**src/hdl/isl_pkg.sv**
```systemverilog
// ----------------------------------------------------------------------------
// isl_pkg
// Shared types, codes and helper functions for the inode state list table.
// ----------------------------------------------------------------------------
package isl_pkg;

  localparam int unsigned ENTRIES = 1024;
  localparam int unsigned IDX_W   = 11;
  localparam int unsigned ADDR_W  = $clog2(ENTRIES);

  typedef logic [IDX_W-1:0]  idx_t;
  typedef logic [ADDR_W-1:0] addr_t;

  localparam idx_t ENTRIES_IDX = IDX_W'(ENTRIES);

  typedef enum logic [3:0] {
    REQ_WRITE          = 4'd0,
    REQ_MARK_DIRTY     = 4'd1,
    REQ_TRANSIT_START  = 4'd2,
    REQ_TRANSIT_END    = 4'd3,
    REQ_TO_DELETE      = 4'd4,
    REQ_DELETE         = 4'd5,
    REQ_ALLOCATE       = 4'd6,
    REQ_RECLAIM_ENTRY  = 4'd7,
    REQ_RECLAIM_FINISH = 4'd8
  } req_e;

  typedef enum logic [2:0] {
    ES_NONE  = 3'd0,
    ES_DIRTY = 3'd1,
    ES_TODEL = 3'd2,
    ES_PEND  = 3'd3,
    ES_FREE  = 3'd4
  } ent_e;

  typedef enum logic [1:0] {
    SC_OK        = 2'd0,
    SC_BAD_INDEX = 2'd1,
    SC_FULL      = 2'd2
  } sc_e;

  typedef enum logic [2:0] {
    CS_IDLE,
    CS_DECODE,
    CS_EVAL,
    CS_UNLINK,
    CS_APPEND,
    CS_ALLOC,
    CS_WB,
    CS_DONE
  } ctrl_state_e;

  typedef struct packed {
    logic [3:0] req_type;
    idx_t       inode_index;
  } req_t;

  typedef struct packed {
    logic [1:0] status_code;
    idx_t       result_index;
    logic [2:0] entry_state;
    logic       transit_now;
    logic       modified_in_transit;
    idx_t       dirty_head;
    idx_t       dirty_total;
    idx_t       active_total;
    idx_t       free_total;
    idx_t       pending_total;
  } rsp_t;

  typedef struct packed {
    logic accept;
    logic decode;
    logic unlink;
    logic append;
    logic alloc;
    logic wb;
    logic load_out;
  } cmd_t;

  typedef struct packed {
    logic ent_ok;
    logic alloc_free;
    logic alloc_new;
    logic need_unl;
    logic need_app;
    logic out_free;
  } sts_t;

  function automatic logic in_table(idx_t x);
    return (x != '0) && (x <= ENTRIES_IDX);
  endfunction

  function automatic addr_t to_addr(idx_t x);
    idx_t t;
    t = x - idx_t'(1);
    return t[ADDR_W-1:0];
  endfunction

  function automatic idx_t inc_sat(idx_t v);
    return (v < ENTRIES_IDX) ? v + idx_t'(1) : v;
  endfunction

  function automatic idx_t dec_sat(idx_t v);
    return (v != '0) ? v - idx_t'(1) : v;
  endfunction

endpackage

```
**src/hdl/isl_ctrl.sv**
```systemverilog
// ----------------------------------------------------------------------------
// isl_ctrl
// Sequencer: steps one item through decode, list edits and write-back.
// ----------------------------------------------------------------------------
module isl_ctrl (
  input  logic           clk_i,
  input  logic           rst_ni,
  input  logic           in_valid_i,
  output logic           in_ready_o,
  input  isl_pkg::sts_t  sts_i,
  output isl_pkg::cmd_t  cmd_o
);

  isl_pkg::ctrl_state_e state_q, state_d;

  always_ff @(posedge clk_i or negedge rst_ni) begin
    if (!rst_ni) begin
      state_q <= isl_pkg::CS_IDLE;
    end else begin
      state_q <= state_d;
    end
  end

  always_comb begin
    state_d    = state_q;
    cmd_o      = '0;
    in_ready_o = 1'b0;
    case (state_q)
      isl_pkg::CS_IDLE: begin
        in_ready_o = 1'b1;
        if (in_valid_i) begin
          cmd_o.accept = 1'b1;
          state_d      = isl_pkg::CS_DECODE;
        end
      end
      isl_pkg::CS_DECODE: begin
        cmd_o.decode = 1'b1;
        if (sts_i.ent_ok) begin
          state_d = isl_pkg::CS_EVAL;
        end else if (sts_i.alloc_free) begin
          state_d = isl_pkg::CS_ALLOC;
        end else if (sts_i.alloc_new) begin
          state_d = isl_pkg::CS_WB;
        end else begin
          state_d = isl_pkg::CS_DONE;
        end
      end
      isl_pkg::CS_EVAL: begin
        if (sts_i.need_unl) begin
          state_d = isl_pkg::CS_UNLINK;
        end else if (sts_i.need_app) begin
          state_d = isl_pkg::CS_APPEND;
        end else begin
          state_d = isl_pkg::CS_WB;
        end
      end
      isl_pkg::CS_UNLINK: begin
        cmd_o.unlink = 1'b1;
        state_d      = sts_i.need_app ? isl_pkg::CS_APPEND : isl_pkg::CS_WB;
      end
      isl_pkg::CS_APPEND: begin
        cmd_o.append = 1'b1;
        state_d      = isl_pkg::CS_WB;
      end
      isl_pkg::CS_ALLOC: begin
        cmd_o.alloc = 1'b1;
        state_d     = isl_pkg::CS_WB;
      end
      isl_pkg::CS_WB: begin
        cmd_o.wb = 1'b1;
        state_d  = isl_pkg::CS_DONE;
      end
      isl_pkg::CS_DONE: begin
        if (sts_i.out_free) begin
          cmd_o.load_out = 1'b1;
          state_d        = isl_pkg::CS_IDLE;
        end
      end
      default: begin
        state_d = isl_pkg::CS_IDLE;
      end
    endcase
  end

endmodule

```
**config.mk**
```make
export PLATFORM = sky130hd
export DESIGN_NAME = isl_ctrl
export DESIGN_NICKNAME = d
export VERILOG_FILES = /design/src/hdl/isl_pkg.sv /design/src/hdl/isl_ctrl.sv
export SDC_FILE = /design/constraint.sdc
export NUM_CORES = 1
export LEC_CHECK = 0
export ABC_CLOCK_PERIOD_IN_PS = 1100
export BUFFER_PORTS_ARGS = -buffer_cell sky130_fd_sc_hd__buf_2
export CELL_PAD_IN_SITES_DETAIL_PLACEMENT = 0
export CELL_PAD_IN_SITES_GLOBAL_PLACEMENT = 2
export CORE_MARGIN = 5
export CORE_UTILIZATION = 18
export CTS_BUF_LIST = sky130_fd_sc_hd__clkbuf_8
export DETAILED_ROUTE_END_ITERATION = 8
export PLACE_DENSITY = 0.81
export SKIP_LAST_GASP = 1
export SYNTH_ARGS = -nofsm -noshare
export SYNTH_HDL_FRONTEND = slang
export SYNTH_SLANG_ARGS = --single-unit
```
**constraint.sdc**
```tcl
create_clock -name clk_i -period 1.1 [get_ports clk_i]
set_clock_uncertainty 0.1 [all_clocks]
set_input_delay 0 -clock clk_i [delete_from_list [all_inputs] [get_ports clk_i]]
set_output_delay 0 -clock clk_i [all_outputs]
set_load 0.02 [all_outputs]
```
* Word-level counts from Yosys, hierarchy flattened
Cells that the tools add are included.
** Cells by class
- Equal/unequal tests :: 9
- Muxes and demuxes :: 18
- Reduce and logical (&&, ||, !) cells :: 3
** Operator list (number)
- 3-bit case mux with 7 select lines :: 1
- 3-bit two-way mux :: 5
- 3-bit == test (second input constant) :: 4
- 1-bit two-way mux :: 11
- 3-bit by 2-bit == test with 1-bit output (second input constant) :: 2
- 2-bit != test (second input constant) :: 2
- 3-bit by 1-bit == test with 1-bit output (second input constant) :: 1
- 3-bit logical NOT :: 1
- 2-bit two-way mux :: 1
- 2-bit AND reduction :: 1
- 2-bit OR reduction :: 1
** Storage, ports and cells
- Flip-flop bits (word level) :: 3
- Bits of input ports :: 9
- Output and inout port bits :: 8
- Word-level logic and storage cells :: 31

* Logic depth before layout (Yosys ltp)
Gate-level depths: netlist of the first run.
- Depth in word-level cells :: 4
- Gate-level depth with buffers :: 4
- Depth with buffers taken out :: 3

* Worst setup path before layout of the first run
No wires, ideal clock.
- Path kind :: reg-to-output
- Start :: register state_q[1]
- End :: output port cmd_o[2] (netlist bit)
- Data arrival time :: 1.069 ns
- Data required time :: 1.000 ns
- Path slack :: -0.069 ns
- Cell stages (with the launch flop) :: 3
- Path buffers :: 1
- Cells stage by stage :: dfrtp_1 buf_2 nor3b_1
** RTL lines
- start: declaration :: line isl_ctrl.sv:14 : isl_pkg::ctrl_state_e state_q, state_d;
- start signal: assignment :: line isl_ctrl.sv:18 : state_q <= isl_pkg::CS_IDLE;
- start signal: assignment :: line isl_ctrl.sv:20 : state_q <= state_d;
- end: declaration :: line isl_ctrl.sv:11 : output isl_pkg::cmd_t cmd_o

==> impl_metrics.csv, run 1 <==
group,metric,value,unit
worst_setup_path,r2r_end,"state_q[1]",
status,status,"complete, but fails checks",
global_route,antenna_found_initial,0,
run,maxCapViolCount,0,
die,io_pins,17,
final_layout,antennaDiodeCount,0,
power_and_ir_drop,seq_power_share,0.159,
synth,ys_ff_latch,3,
drt,drtIter0Drc,4,
drt,ant_nets,0,
final_layout,register_area,77.6,um2
synth,ys_seq_area_frac,0.294,
global_route,grt_pass1_wl,1.39,mm
die,initial_utilization,0.194,
clock_network,cts_buffers,3,
global_route,overflow,0,
worst_setup_path,slowest_delay,0.37,ns
worst_setup_path,critPathArrivalTime,1.17,ns
clock_network,clock_latency,0.21,ns
final_layout,synthToLayoutAreaGrowth,115,%
place,numPortBuffers,16,
timing,min_period_over_period,1.15,
die,fp.coreArea,1320,um2
synth,synth_top_cell_by_area,"dfrtp_1",
worst_setup_path,critical_path.top_delay_family,"flip-flops",
global_route,grt_usage,0.0897,
timing,rsz0062_at_grt,"yes",
clock_network,clk_pin_slew,0.03,ns
worst_setup_path,crit_buf_inv,2,
final_layout,fill_cells,140,
power_and_ir_drop,p_sw,526,uW
timing,relSlewSlack,0.843,
power_and_ir_drop,cellLeakagePower,0.277,nW
clock_network,htree_num_levels,1,
clock_network,cts_buffer_depth,2,
status,violations,"setup timing",
drt,wl_per_cell,11.3,um
final_layout,fin_cells,78,
final_layout,final_layout_size_suffix_gt1_frac,0.683,
synth,synth_area,255,um2
final_layout,largestRegisters,"state_q x3",
final_layout,fin_nets,73,
power_and_ir_drop,vdd_drop_max,1.13,mV
hold_path,hold_class,"input port to async pin",
synth,synth_warnings,0,
synth,yosys.cell_types.count,25,
timing,fin_ws,-0.168,ns
final_layout,max_flop_register,"state_q",
worst_setup_path,r2r-start,"state_q[2]",
final_layout,layout_common_cells,"buf_2, buf_4, buf_6",
power_and_ir_drop,sw_frac_of_total,0.373,
power_and_ir_drop,p_int,882,uW
power_and_ir_drop,combPwrFrac,0.625,
worst_setup_path,r2r_setup_slack,-0.14,ns
drt,postRouteWirelength,883,um
worst_setup_path,worst_path_max_delay_cell,"dfrtp_1",
final_layout,multiInputGateArea,185,um2
die,die_h,47.7,um
synth,synth_cells,33,
clock_network,clock_sinks,3,
clock_network,cts_tree,"yes",
drt,vias,359,
die,rows,13,
die,die_w,47.7,um
worst_setup_path,crit_fanout,10,
clock_network,cts_root_buf,"clkbuf_8",
timing,finalHoldViolCount,0,
power_and_ir_drop,pwr-share-clk,0.216,
synth,synth.area.top_cells,"dfrtp_1, a21oi_1, and2b_1",
die,die_area,2270,um2
place,place_hpwl,631,um
worst_setup_path,endpoint_kind,"primary output",
worst_setup_path,crit_path_start_kind,"register",
timing,max_freq,788,MHz
drt,dr.pass1.iters,4,
worst_setup_path,path_common_cell,"buf_6",
power_and_ir_drop,p_per_area,2570,nW/um2
global_route,grt_max_degree,11,
timing,setup_viol,10,
synth,synth.top_cell.area_share,0.294,
timing,worst_pin_slew,0.234,ns
synth,synth_nets,42,
global_route,grt_pass1_vias,347,
place,place_inst,70,
worst_setup_path,reg2reg_depth,4,
timing,report.final.slew_viol_count,0,
timing,finalSetupTns,-1.33,ns
place,place_congestion,0.742,
synth,syn_area_per_cell,7.73,um2
drt,drc,0,
timing,min_period,1.27,ns
worst_setup_path,critPathKind,"register to primary output",
worst_setup_path,path_cells,"buf_6 > and2b_1 > and2_4 > buf_6",
drt,vias_per_cell,4.60,
worst_setup_path,cp.required,1.00,ns
final_layout,largest_reg_flops,3,
worst reg2reg max path, delay by kind of cell, from the launching register on:
family	cells	cell delay (ns)
compound gates	2	0.37
buf+inv	2	0.19
flops	1	0.45
routing by layer:
metal,track usage,part of all wire
met1,0.116,0.47
met2,0.115,0.43
met3,0.0414,0.095
met4,0.0645,0
met5,0,0
synthesized netlist by cell type:
library cell,n
a21boi_0,1
a21oi_1,3
a221o_1,1
a31oi_1,1
and2_1,1
and2_2,1
and2b_1,2
and3_1,1
and4_1,1
buf_2,2
dfrtp_1,3
inv_1,1
inv_2,1
nand2_1,1
nand2b_1,1
nand2b_2,1
nand4_1,1
nor2_1,2
nor2_2,1
nor2b_1,1
nor3_1,2
nor3b_1,1
o21ai_0,1
o21ai_1,1
o31ai_1,1
stage by stage:
step	worst slack, ns	hold slack (ns)	utilization	total power, mW	cell area (um2)
6_report	-0.168	0.0152	0.416	1.41	548
5_1_grt	-0.221	0.0426	0.416	1.51	548
4_1_cts	-0.181	0.0183	0.399	1.36	526
3_5_place_dp	-0.105	-0.297	0.312	0.889	412
3_3_place_gp	-0.0846	-0.300	0.312	0.891	412
2_1_floorplan	-0.0433	-0.396	-	0.609	263
what timing repair did:
| action | 4_1_cts | 5_1_grt |
|---|---|---|
| gates cloned | 0 | 0 |
| setup endpoints to repair | 11 | 11 |
| pin swaps | 3 | 1 |
| gates resized for setup | 15 | 5 |
| hold buffers | 1 | 0 |
| buffers inserted | 2 | 1 |
| hold endpoints to repair | 3 | 0 |
cells by family after synthesis:
kind of cell / count (synthesis) / synth area share
AOI/OAI and AO/OA: 9 / 0.221
and+or+nand+nor: 17 / 0.417
DFF: 3 / 0.294
buffers and inverters: 4 / 0.0686
power by group through the flow:
stage	sequential [mW]	combinational (mW)	clock (mW)
5_1_grt	0.228	0.950	0.332
3_3_place_gp	0.212	0.679	0
4_1_cts	0.220	0.832	0.313
6_report	0.223	0.880	0.305
2_1_floorplan	0.206	0.403	0
3_5_place_dp	0.216	0.673	0
worst max path at each step:
stage,slack [ns],cells past startpoint,start,end
final,-0.17,4,state_q[0],cmd_o[6]
after global routing,-0.22,4,state_q[0],cmd_o[6]
after CTS,-0.18,4,state_q[0],cmd_o[6]
after detailed placement,-0.11,4,state_q[0],state_q[0]
after global placement,-0.08,4,state_q[0],state_q[0]
after floorplan,-0.04,2,state_q[1],cmd_o[3]
final cells by class:
class                   count  area share
well taps                  15      0.0342
clock inverters             1     0.00685
multi-input cells          26       0.338
repair buffers             28       0.390
flip-flops and latches      3       0.142
inverters                   2      0.0137
clock buffers               3      0.0753
(Power assumes the default switching activity.)
==> inputs of run 2 (changes only) <==
RECOVER_POWER = 100   (was not set)
==> impl_metrics.csv, run 2 (same netlist as run 1, synthesis figures left out) <==
group,metric,value,unit
status,status,"complete, but fails checks",
status,violations,"setup timing",
die,io_pins,17,
clock_network,clk_pin_slew,0.03,ns
global_route,overflow,0,
clock_network,clock_latency,0.21,ns
drt,postRouteWirelength,881,um
final_layout,fill_cells,141,
timing,worst_pin_slew,0.234,ns
final_layout,antennaDiodeCount,0,
die,rows,13,
power_and_ir_drop,cellLeakagePower,0.275,nW
worst_setup_path,crit_path_start_kind,"register",
drt,vias,359,
drt,vias_per_cell,4.60,
place,place_hpwl,631,um
global_route,antenna_found_initial,0,
global_route,grt_pass1_vias,347,
clock_network,cts_tree,"yes",
timing,relSlewSlack,0.843,
timing,fin_ws,-0.168,ns
die,die_h,47.7,um
clock_network,cts_buffer_depth,2,
place,numPortBuffers,16,
final_layout,final_layout_size_suffix_gt1_frac,0.667,
timing,rsz0062_at_grt,"yes",
die,die_area,2270,um2
timing,finalHoldViolCount,0,
timing,min_period_over_period,1.15,
clock_network,htree_num_levels,1,
worst_setup_path,cp.required,1.00,ns
die,fp.coreArea,1320,um2
place,place_ws,-0.105,ns
worst_setup_path,critPathArrivalTime,1.17,ns
final_layout,max_flop_register,"state_q",
timing,max_freq,788,MHz
worst_setup_path,critPathKind,"register to primary output",
drt,drtIter0Drc,4,
worst_setup_path,r2r_setup_slack,-0.14,ns
place,placed_area,412,um2
clock_network,clock_sinks,3,
drt,ant_nets,0,
power_and_ir_drop,vdd_drop_max,1.13,mV
hold_path,hold_class,"input port to async pin",
final_layout,largest_reg_flops,3,
die,initial_utilization,0.194,
final_layout,synthToLayoutAreaGrowth,114,%
timing,setup_viol,10,
place,place_congestion,0.742,
global_route,grt_max_degree,11,
final_layout,final_area,547,um2
place,place_inst,70,
final_layout,fin_nets,73,
worst_setup_path,endpoint_kind,"primary output",
worst_setup_path,path_cells,"buf_6 > and2b_1 > and2_4 > buf_6",
run,maxCapViolCount,0,
global_route,grt_pass1_wl,1.39,mm
power_and_ir_drop,p_per_area,2570,nW/um2
final_layout,largestRegisters,"state_q x3",
global_route,grt_usage,0.0897,
worst_setup_path,r2r-start,"state_q[2]",
timing,min_period,1.27,ns
final_layout,layout_common_cells,"buf_4, buf_2, buf_6",
worst_setup_path,worst_path_max_delay_cell,"dfrtp_1",
worst_setup_path,crit_fanout,10,
worst_setup_path,r2r_end,"state_q[1]",
drt,dr.pass1.iters,4,
worst_setup_path,slowest_delay,0.37,ns
die,die_w,47.7,um
final_layout,layout.cells.most_common,"buf_4",
timing,report.final.slew_viol_count,0,
final_layout,postLayoutCoreUtil,0.415,
drt,wl_per_cell,11.3,um
clock_network,cts_root_buf,"clkbuf_8",
worst_setup_path,path_common_cell,"buf_6",
final_layout,fin_cells,78,
drt,drc,0,
worst_setup_path,reg2reg_depth,4,
clock_network,cts_buffers,3,
-- run 2: cell types whose count changed in the layout (fill, tap and decap cells not counted), sizes merged --
cell	delta
clkbuf	+1
buf	-1
-- run 2: worst max path at each step --
| stage | startpoint | endpoint | slack (ns) | cells past startpoint |
|---|---|---|---|---|
| floorplan | state_q[1] | cmd_o[3] | -0.04 | 2 |
| global placement | state_q[0] | state_q[0] | -0.08 | 4 |
| detailed placement | state_q[0] | state_q[0] | -0.11 | 4 |
| CTS | state_q[0] | cmd_o[6] | -0.18 | 4 |
| global route | state_q[0] | cmd_o[6] | -0.22 | 4 |
| finish | state_q[0] | cmd_o[6] | -0.17 | 4 |
-- run 2: metrics by stage --
step	hold slack (ns)	TNS, ns	power, mW
6_report	0.0324	-1.33	1.41
5_1_grt	0.0450	-1.80	1.51
4_1_cts	0.0183	-1.33	1.36
3_5_place_dp	-0.297	-0.237	0.889
3_3_place_gp	-0.300	-0.191	0.891
2_1_floorplan	-0.396	-0.120	0.609
-- run 2: per-layer routing --
layer | vias to the layer above | part of all wire | track usage
li1 | 179 | - | -
met1 | 167 | 0.47 | 0.116
met2 | 13 | 0.43 | 0.115
met3 | 0 | 0.095 | 0.0414
met4 | 0 | 0 | 0.0645
met5 | - | 0 | 0
-- run 2: timing repair --
item | in CTS | in global routing
hold endpoints to repair | 3 | 0
pin swaps | 3 | 1
endpoints found under the setup margin | 11 | 11
cloned | 0 | 0
hold buffers | 1 | 0
setup buffers | 2 | 1
resized for setup | 15 | 5
-- run 2: power by group --
part / internal, mW / total (mW) / leakage (nW) / switching, mW
Combinational: 0.482 / 0.880 / 0.217 / 0.398
Sequential: 0.163 / 0.223 / 0.0304 / 0.0606
Clock: 0.237 / 0.305 / 0.0269 / 0.0675
Total: 0.882 / 1.41 / 0.275 / 0.526
-- run 2: area by class of cell --
type                       count  area (um2)  area share
inverter                       2        7.51      0.0137
timing repair buffer          28         213       0.389
clock buffer                   3        41.3      0.0755
sequential                     3        77.6       0.142
multi-input combinational     26         185       0.339
tap                           15        18.8      0.0343
clock inverter                 1        3.75     0.00686
-- run 2: critical path: cells and delay by family (launching register included) --
kind,cells,cell delay (ns)
buffers and inverters,2,0.24
DFF,1,0.37
and+or+nand+nor,2,0.35
